### src/hdl/abode_div.sv
// quotient fix-up after a reciprocal multiply: the estimate is at most one low,
// remainder taken from the back product, then compare and subtract until done
module abode_div (
   input  logic        clock,
   input  logic        reset,
   input  logic        start,
   input  logic [63:0] num,
   input  logic [63:0] den,
   input  logic [63:0] q_est,
   input  logic [63:0] q_den,
   output logic        done,
   output logic [63:0] quo,
   output logic [63:0] rem
);

   logic        run_ff, run_in, done_ff, done_in;
   logic [63:0] quo_ff, quo_in, rem_ff, rem_in, den_ff, den_in;

   always_comb begin
      run_in  = run_ff;
      quo_in  = quo_ff;
      rem_in  = rem_ff;
      den_in  = den_ff;
      done_in = 1'b0;
      if (start) begin
         quo_in = q_est;
         rem_in = num - q_den;
         den_in = den;
         run_in = 1'b1;
      end else if (run_ff) begin
         // one more divisor fits: bump the quotient
         if (rem_ff >= den_ff) begin
            rem_in = rem_ff - den_ff;
            quo_in = quo_ff + 64'd1;
         end else begin
            run_in  = 1'b0;
            done_in = 1'b1;
         end
      end
   end

   always_ff @(posedge clock) begin
      if (reset) begin
         run_ff  <= 1'b0;
         done_ff <= 1'b0;
      end else begin
         run_ff  <= run_in;
         done_ff <= done_in;
      end
      quo_ff <= quo_in;
      rem_ff <= rem_in;
      den_ff <= den_in;
   end

   assign done = done_ff;
   assign quo  = quo_ff;
   assign rem  = rem_ff;

endmodule

### config.mk
export PLATFORM = sky130hd
export DESIGN_NAME = abode_div
export DESIGN_NICKNAME = d
export VERILOG_FILES = /design/src/hdl/abode_div.sv
export SDC_FILE = /design/constraint.sdc
export NUM_CORES = 1
export LEC_CHECK = 0
export BUFFER_PORTS_ARGS = -buffer_cell sky130_fd_sc_hd__buf_4
export CAP_MARGIN = 20
export CORE_MARGIN = 5
export CORE_UTILIZATION = 50
export CTS_CLUSTER_DIAMETER = 60
export CTS_CLUSTER_SIZE = 12
export DETAILED_ROUTE_END_ITERATION = 7
export PLACE_DENSITY_LB_ADDON = 0.12
export SETUP_SLACK_MARGIN = 0.02
export SLEW_MARGIN = 20
export SYNTH_ARGS = -nofsm -noshare
export SYNTH_HDL_FRONTEND = slang
export SYNTH_SLANG_ARGS = --single-unit
### constraint.sdc
create_clock -name clock -period 17 [get_ports clock]
set_input_delay 0.85 -clock clock [delete_from_list [all_inputs] [get_ports clock]]
set_output_delay 0.85 -clock clock [all_outputs]
set_load 0.01 [all_outputs]
==> results_dict.tcl, run 1 <==
set metrics [dict create \
    status "finished, final reports clean" \
    p_clk_share_pct 17.5 \
    ys_warn_count 0 \
    synth_edf_count 192 \
    peakVddDrop_mv 0.0563 \
    grt_start_max_net_pins 110 \
    ff2ff_path_depth 14 \
    cpLargestDelayFamily "compound AO/OA/AOI/OAI gates" \
    netlist_instances 1850 \
    core_sq_um 31600 \
    clk_pin_slew_ns 0.07 \
    dieWidth_microns 189 \
    antenna_found_initial 1 \
    relSlewSlack_pct 37.7 \
    wl_per_cell_microns 19.1 \
    p_sw_mw 0.954 \
    io_pins 388 \
    r2r_slack_ns 12.90 \
    grt.overflow.total 0 \
    area_growth_pct 23.2 \
    nFillCells 2805 \
    post_cts_buffers 0 \
    cts_tree "built" \
    viasPerCell 5.78 \
    die_area_sq_um 35800 \
    cp_max_fo 4 \
    cp.required_ns 17.17 \
    ant_nets 0 \
    p_int_mw 1.35 \
    synthMostInstantiatedCell "nand2_1" \
    drv_slew 0 \
    insertion_delay_ns 0.45 \
    drc_errors 0 \
    power_leakage_nw 8.71 \
    r2r-end "rem[62]" \
    dpl.cell_count 2562 \
    ys_seq_area_share_pct 36.2 \
    fp-row-count 65 \
    drive_gt1_share_pct 20.2 \
    critical_path_class "input pin to register" \
    endpoint_kind "register" \
    grt_pass1_vias 14300 \
    final.period_utilization_pct 25.4 \
    gp_congestion 0.965 \
    tns_ns 0 \
    design_area_sq_um 19800 \
    p_sw_share_pct 41.4 \
    wl_microns 49400 \
    fmax_ghz 0.232 \
    clockBufferDepth 2 \
    path_cells "buf_4, inv_1, ha_1, inv_1, fa_1, a211oi_1, nor2_1, o31ai_1, a211oi_2, o31ai_2, o41a_1, o21bai_1, a211oi_1, xor2_1, mux2i_1" \
    power_frac_seq_pct 33.0 \
    num_vias 15000 \
    dp_hpwl_microns 39500 \
    post_cts_resized 0 \
    cap_violations 0 \
    ys.flop_type "edfxtp_1" \
    placed_area_sq_um 19200 \
    grtUsageTotal_pct 26.5 \
    synth_fp_nets 2239 \
    hold_buffers 0 \
    grt_pass1_wl_microns 76700 \
    portBuffers 387 \
    first_pass_iters 5 \
    hold_path.class "register to register" \
    hp-start "run_ff" \
    finalCriticalPeriod_ns 4.32 \
    finalNonFillerCells 2594 \
    final_hold_viol_count 0 \
    synthArstFlopShare_pct 0 \
    htreeDepth 4 \
    comb_power_share_pct 49.5 \
    timing.rr.start "rem[0]" \
    hold-path-endpoint "done" \
    cts_buffers 17 \
    n_antenna_cell 0 \
    tightest_slew_ns 0.935 \
    synth_top_area_share_pct 36.0 \
    cts_root_buf "clkbuf_16" \
    hold_depth 1 \
    slowest_stage "o31ai_1" \
    clock-skew-final_ns 0.0149 \
    cp_slowest_stage_delay_ns 0.67 \
    die_h_microns 189 \
    power.density_nw_per_um2 117 \
    avgSynthCellArea_sq_um 8.67 \
    path_buf_inv 3 \
    start_util_pct 50.7 \
    synthDistinctLibCells 75 \
    first_iter_violations 1241 \
    finalSetupViolCount 0 \
    ys_seq_elements 194 \
    synth_area_sq_um 16000 \
    synth_top_area_cell "edfxtp_1" \
    layout.nets 2568 \
    rsz0062_at_grt "no" \
    start_kind "input pin" \
    cts_sinks 194 \
    synth_area_leaders "edfxtp_1 (36%), ha_1 (10%), a21oi_1 (5.3%)" \
    critPathArrivalTime_ns 4.49 \
    final_util_pct 62.5 \
    yosys-top-cells-count "nand2_1 (205), edfxtp_1 (192), a21oi_1 (171)" \
]
power groups by stage:
stage	clock network, mW	registers, mW	logic (mW)
floorplan	0	0.787	0.696
global placement	0	0.765	1.11
detailed placement	0	0.768	1.12
CTS	0.411	0.758	1.13
global route	0.431	0.770	1.24
finish	0.403	0.760	1.14
state kept, by name, indices dropped and copies added (netlist names):
register,count
den_ff,64
quo,64
rem,64
done,1
run_ff,1
metrics by stage:
| step | power [mW] | hold WS (ns) | setup slack, ns |
|---|---|---|---|
| 2_1_floorplan | 1.48 | 0.460 | 8.79 |
| 3_3_place_gp | 1.88 | 0.473 | 12.33 |
| 3_5_place_dp | 1.89 | 0.471 | 12.23 |
| 4_1_cts | 2.30 | 0.481 | 12.70 |
| 5_1_grt | 2.44 | 0.503 | 12.46 |
| 6_report | 2.30 | 0.480 | 12.68 |
logic make-up after synthesis:
family	synth area share, %
AO/OA/AOI/OAI	22.2
AND/OR/NAND/NOR	15.1
buffers and inverters	5.76
flip-flops	36.2
XOR/XNOR	9.61
adder cells (fa/ha/maj)	10.2
multiplexers	0.889
cells in the final DEF (no fill, tap or decap), drive strengths merged, types with 8 or more instances in the layout:
cell    instances
o21bai         35
nor3           30
a211oi         11
o31ai          11
a21boi          8
ha            128
inv           167
a31oi          15
xnor2          92
edfxtp        192
o21ai         161
nor2b          10
and2            9
and3           22
xor2           84
clkbuf         19
a21o           68
nand2         205
o211ai         11
nand4          50
a21oi         171
nand3          47
o21a           26
mux2i          12
buf           391
nor2          109
worst reg2reg max path, stage by stage, from the launching register on:
cell	delay, ns
edfxtp_1	0.41
inv_1	0.08
ha_1	0.17
inv_1	0.06
fa_1	0.39
a21oi_1	0.19
o22ai_1	0.16
o2111ai_1	0.34
a21oi_1	0.18
o211ai_1	0.38
a21oi_1	0.19
a31oi_1	0.60
o211ai_1	0.22
xnor2_1	0.34
mux2i_1	0.13
cell type report:
type	count	area (sq um)	share of cell area (%)
multi-input cells	1412	9320	47.1
repair buffers	392	2950	14.9
clock buffers	18	429	2.17
flip-flops and latches	194	5810	29.4
inverters	162	608	3.08
well taps	402	503	2.55
clock inverters	14	149	0.754
worst max path at each step:
stage	startpoint	to	cells past startpoint
after floorplan	rem[0]	quo[0]	14
after global placement	num[0]	rem[56]	15
after detailed placement	num[0]	rem[56]	15
after CTS	num[0]	rem[56]	15
after global routing	num[0]	rem[56]	15
final	num[0]	rem[56]	15
per-layer routing:
layer	up-vias	global-route usage (%)	wire length [microns]
met3	49	5.11	4340
met2	635	40.6	21500
met5	-	0	18
li1	7327	-	-
met4	2	5.94	816
met1	6981	39.0	22800
Note: power is estimated with default switching activity, not from simulation.
==> inputs of run 2 (changes only) <==
Settings changed: ABC_AREA set to 1.
Clock period 17 ns to 3.5 ns, I/O delays scaled along.
==> run 2 against run 1 <==
  * Global-route usage up 7.2 points
  * Synthesized area up 32%
  * Clock power rose to 5.1 times the previous value
  * Highest routed layer unchanged
==> results_dict.tcl, run 2 <==
set metrics [dict create \
    cp.required_ns 3.62 \
    grt_pass1_wl_microns 123000 \
    grt_start_max_net_pins 110 \
    power_leakage_nw 15.1 \
    endpoint_kind "register" \
    p_sw_share_pct 44.6 \
    slowest_stage "edfxtp_1" \
    multiInputGateArea_sq_um 12100 \
    status "finished, final reports clean" \
    comb_power_share_pct 50.8 \
    synth_top_family_by_area "simple AND/OR/NAND/NOR gates" \
    ant_nets 0 \
    fmax_ghz 0.337 \
    grt_pass1_vias 22600 \
    htreeDepth 4 \
    cp_max_fo 65 \
    ys_warn_count 0 \
    hold-path-endpoint "quo[38]" \
    drc_errors 0 \
    path_cells "ha_1, nand2_1, inv_1, nand3_1, nor3_1, nand2_1, nor2_1, nand2_1, nand3_1, nand2_2, clkinvlp_4, buf_12" \
    first_iter_violations 2303 \
    synth-simple-area-share_pct 40.7 \
    synth_fp_nets 4005 \
    final_hold_viol_count 0 \
    worst_slack_ns 0.536 \
    met2_length_microns 37700 \
    n_antenna_cell 0 \
    finalCriticalPeriod_ns 2.96 \
    seqCellArea_sq_um 5810 \
    rsz0062_at_grt "no" \
    layout.nets 4501 \
    r2r_slack_ns 0.54 \
    final.period_utilization_pct 84.7 \
    dieWidth_microns 216 \
    viasPerCell 5.03 \
    synth_compound_area_share_pct 6.20 \
    synthMostInstantiatedCell "nand2_1" \
    synth_area_sq_um 21100 \
    cap_violations 0 \
    final_cell_mix "nand2_1 (1,485), inv_1 (836), buf_4 (395)" \
    ff2ff_path_depth 12 \
    muxShareOfSynthArea_pct 0 \
    clockBufferDepth 2 \
    power_frac_seq_pct 30.7 \
    cts_sinks 194 \
    top_signal_layer_used "met5" \
    power.density_nw_per_um2 421 \
    wl_per_cell_microns 17.2 \
    synth_fa_ha_area_share_pct 7.76 \
    met3_length_microns 5740 \
    first_pass_iters 6 \
    dp_hpwl_microns 66500 \
    drive_gt1_share_pct 11.5 \
    die_h_microns 216 \
    timing.rr.start "rem[57]" \
    critPathArrivalTime_ns 3.08 \
    drv_slew 0 \
    hold_ws_ns 0.0131 \
    ys_seq_elements 194 \
    grt.overflow.total 0 \
    synthArstFlopShare_pct 0 \
    p_total_mw 11.1 \
    num_vias 23500 \
    final_util_pct 63.1 \
    relSlewSlack_pct 47.7 \
    cts_root_buf "clkbuf_16" \
    layout_commonest_cell "nand2_1" \
    insertion_delay_ns 0.47 \
    fp-row-count 75 \
    p_sw_mw 4.96 \
    tightest_slew_ns 0.784 \
    critical_path_class "register to register" \
    nFillCells 4181 \
    finalNonFillerCells 4664 \
    clk_pin_slew_ns 0.07 \
    grtUsageTotal_pct 33.6 \
    met1_length_microns 33000 \
    gp_congestion 1.05 \
    cts_tree "built" \
    start_util_pct 50.5 \
    avgSynthCellArea_sq_um 5.85 \
    r2r-end "rem[13]" \
    cp_slowest_stage_delay_ns 0.40 \
    core_sq_um 41900 \
    antenna_found_initial 1 \
    post-place-ws_ns 0.644 \
    clock-skew-final_ns 0.0147 \
    p_int_mw 6.16 \
    p_clk_share_pct 18.6 \
    wl_microns 80300 \
    hold_path.class "input pin to register" \
    cts_buffers 17 \
    ys_seq_area_share_pct 27.5 \
    peakVddDrop_mv 0.391 \
    die_area_sq_um 46500 \
    synth_area_leaders "edfxtp_1 (27%), nand2_1 (26%), inv_1 (15%)" \
    area_growth_pct 25.0 \
    synth_edf_count 192 \
    netlist_instances 3616 \
    ys.flop_type "edfxtp_1" \
    synth_top_area_cell "edfxtp_1" \
    hold_depth 3 \
    portBuffers 387 \
    hp-start "q_est[38]" \
    synth_top_area_share_pct 27.3 \
    synth_xor_area_share_pct 2.40 \
    synthDistinctLibCells 42 \
    cp_common_cell "nand2_1" \
    io_pins 388 \
    dpl.cell_count 4526 \
    finalSetupViolCount 0 \
    start_kind "register" \
    yosys-top-cells-count "nand2_1 (1,487), inv_1 (839), nor2_1 (304)" \
]
## run 2: cell count changes after synthesis, moves of 59 or more
| cell | previous run | this run |
|---|---|---|
| a21o_1 | 68 | 1 |
| clkbuf_1 | 79 | 20 |
| inv_1 | 161 | 839 |
| nand2_1 | 205 | 1487 |
| nand3_1 | 47 | 169 |
| nor2_1 | 109 | 304 |
| o21ai_0 | 160 | 93 |
| xnor2_1 | 92 | 26 |
## run 2: area by class of cell
type | instances | area share (%)
multi-input combinational | 2551 | 45.7
sequential | 194 | 22.0
timing repair buffer | 505 | 15.5
inverter | 843 | 12.0
tap | 539 | 2.55
clock buffer | 17 | 1.61
clock inverter | 15 | 0.672
## run 2: how the worst max path moves through the flow
stage	slack (ns)	startpoint	to
final	0.54	rem[57]	rem[13]
after global routing	0.36	rem[5]	rem[41]
after CTS	0.62	rem[5]	rem[44]
after detailed placement	0.64	rem[5]	rem[44]
after global placement	0.68	rem[56]	rem[45]
after floorplan	-0.61	rem[0]	quo[0]
## run 2: routing by layer
metal	vias up	global-route usage, %
li1	12000	-
met2	889	58.0
met3	180	4.69
met5	-	0
met4	2	14.3
met1	10400	42.3
## run 2: logic make-up after synthesis
family,count (synthesis)
AND/OR/NAND/NOR,2113
AO/OA/AOI/OAI,250
buffers and inverters,871
adder cells (fa/ha/maj),130
flip-flops,194
XOR/XNOR,58
## run 2: worst max-delay path, delay by kind of cell, from the launching register on
kind / cells / cell delay (ns)
DFF: 1 / 0.40
adders and majority gates: 1 / 0.39
buffers and inverters: 3 / 0.49
and+or+nand+nor: 8 / 1.22
## run 2: stage by stage
stage               instance area [sq um]  setup TNS, ns
floorplan                           21200         -77.56
global placement                    24800              0
detailed placement                  24800              0
CTS                                 26400              0
global route                        26400              0
finish                              26400              0
## run 2: timing repair
action                    4_1_cts  5_1_grt
hold endpoints to repair      107        0
setup buffers                   0        0
hold buffers                  106        0
resized for setup               0        0
## run 2: power groups by stage
stage	registers (mW)	clock network [mW]	logic (mW)
6_report	3.41	2.06	5.65
5_1_grt	3.46	2.16	6.28
4_1_cts	3.41	2.08	5.56
3_5_place_dp	3.46	0	5.43
3_3_place_gp	3.44	0	5.41
2_1_floorplan	3.53	0	3.25
==> inputs of run 3 (changes only) <==
Settings changed: ABC_AREA 1 to 0.
Clock period 3.5 ns to 2.7 ns, I/O delays scaled along.
==> run 3 against run 2 <==
  * The flow now finishes with violations (negative setup slack)
  * Via count down 15%
  * First-iteration DRC count up 4.4%
  * Die area down 23%
==> results_dict.tcl, run 3 (synthesis gave the netlist of run 1 again) <==
set metrics [dict create \
    placed_area_sq_um 22900 \
    cpLargestDelayFamily "simple AND/OR/NAND/NOR gates" \
    layout_commonest_cell "buf_4" \
    cp.required_ns 2.90 \
    insertion_delay_ns 0.48 \
    clock-skew-final_ns 0.0197 \
    final_hold_viol_count 0 \
    post-place-ws_ns -0.657 \
    p_total_mw 20.4 \
    cp_max_fo 13 \
    first_iter_violations 2404 \
    hold_ws_ns 0.0863 \
    grtUsageTotal_pct 34.8 \
    path_buf_inv 4 \
    drive_gt1_share_pct 41.2 \
    critical_path_class "register to register" \
    start_kind "register" \
    wl_per_cell_microns 22.8 \
    n_antenna_cell 0 \
    met1_length_microns 27800 \
    fmax_ghz 0.295 \
    gp_congestion 0.927 \
    area_growth_pct 68.2 \
    ant_nets 0 \
    finalCriticalPeriod_ns 3.39 \
    final_cell_mix "buf_4 (904), nand2_1 (201), edfxtp_1 (192)" \
    worst_slack_ns -0.686 \
    cts_buffers 17 \
    design_area_sq_um 27000 \
    fp-row-count 65 \
    drv_slew 0 \
    final.period_utilization_pct 125 \
    grt_pass1_vias 18700 \
    cts_root_buf "clkbuf_16" \
    dieWidth_microns 189 \
    die_area_sq_um 35800 \
    peakVddDrop_mv 0.617 \
    cap_violations 0 \
    drc_errors 0 \
    cp_slowest_stage_delay_ns 0.42 \
    first_pass_iters 6 \
    violations "negative setup slack" \
    viasPerCell 6.04 \
    met3_length_microns 8020 \
    path_cells "ha_2, buf_4, nand4_1, nor3_1, buf_4, o21ai_1, a21o_1, a211o_1, a21oi_2, nor2_2, nor2_4, buf_12, clkbuf_16" \
    finalSetupViolCount 205 \
    portBuffers 387 \
    critPathArrivalTime_ns 3.58 \
    start_util_pct 50.7 \
    io_pins 388 \
    dp_hpwl_microns 45100 \
    tightest_slew_ns 0.781 \
    grt.overflow.total 0 \
    status "finished, violations left" \
    cp_common_cell "buf_4" \
    wl_microns 74900 \
    cts_tree "built" \
    num_vias 19900 \
    rsz0062_at_grt "yes" \
    clk_pin_slew_ns 0.09 \
    core_sq_um 31600 \
    layout.nets 3261 \
    grt_pass1_wl_microns 100000 \
    antenna_found_initial 2 \
    hold_path.class "input pin to register" \
    die_h_microns 189 \
    cts_sinks 194 \
    clockBufferDepth 2 \
    relSlewSlack_pct 47.4 \
    grt_start_max_net_pins 107 \
    power_leakage_nw 12.4 \
    met2_length_microns 33800 \
    power.density_nw_per_um2 755 \
    top_signal_layer_used "met5" \
    htreeDepth 4 \
    endpoint_kind "register" \
    slowest_stage "ha_2" \
]
[run 3: cell types whose count changed in the layout (fill, tap and decap cells not counted), moves of 37 or more]
cell     before  now
nor2_1      304   99
xor2_1       32   76
xnor2_1      26   79
a21o_1        1   67
buf_4       395  904
nand2_1    1485  201
buf_6         1   38
inv_1       836  147
nand3_1     169   39
[run 3: tightest hold or removal path: stages]
cell and delay (ns):
buf_4 0.09, nand2_1 0.05, o21ai_0 0.15
[run 3: power breakdown]
group          leakage (nW)  total [mW]  switching (mW)  internal, mW
combinational          10.2        12.7            6.30          6.42
clock                 0.304        2.82            1.40          1.43
sequential             1.89        4.83           0.625          4.21
total                  12.4        20.4            8.32          12.0
[run 3: metrics by stage]
step	TNS [ns]	utilization (%)	cells
2_1_floorplan	-224.09	-	1850
3_3_place_gp	-70.37	72.5	3029
3_5_place_dp	-81.53	72.5	3029
4_1_cts	-65.08	82.7	3251
5_1_grt	-117.53	85.3	3287
6_report	-110.31	85.3	3287
[run 3: layer usage]
metal / vias up / global-route usage [%]
met3: 465 / 6.58
met1: 9162 / 45.1
li1: 8709 / -
met5: - / 0
met2: 1519 / 58.6
met4: 4 / 12.2
[run 3: repair_timing]
action,CTS,global route
endpoints found under the setup margin,175,198
resized for setup,158,136
hold buffers,125,0
pin swaps,95,84
cloned,7,1
endpoints found under the hold margin,126,0
setup buffers,67,52
[run 3: area by class of cell]
type | instances | area [sq um]
Fill cell | 1678 | 4660
Inverter | 162 | 608
Clock buffer | 18 | 429
Multi-Input combinational cell | 1412 | 10600
Timing Repair Buffer | 1085 | 8820
Clock inverter | 14 | 195
Tap cell | 402 | 503
Sequential cell | 194 | 5810
[run 3: final timing paths]
path	slack, ns	startpoint	to	depth (start not counted)
worst max register to register	-0.69	rem[2]	quo[41]	13
worst min register to register	0.49	run_ff	done	1
worst max-delay path	-0.69	rem[2]	quo[41]	13
worst min-delay path	0.09	q_est[39]	quo[39]	3
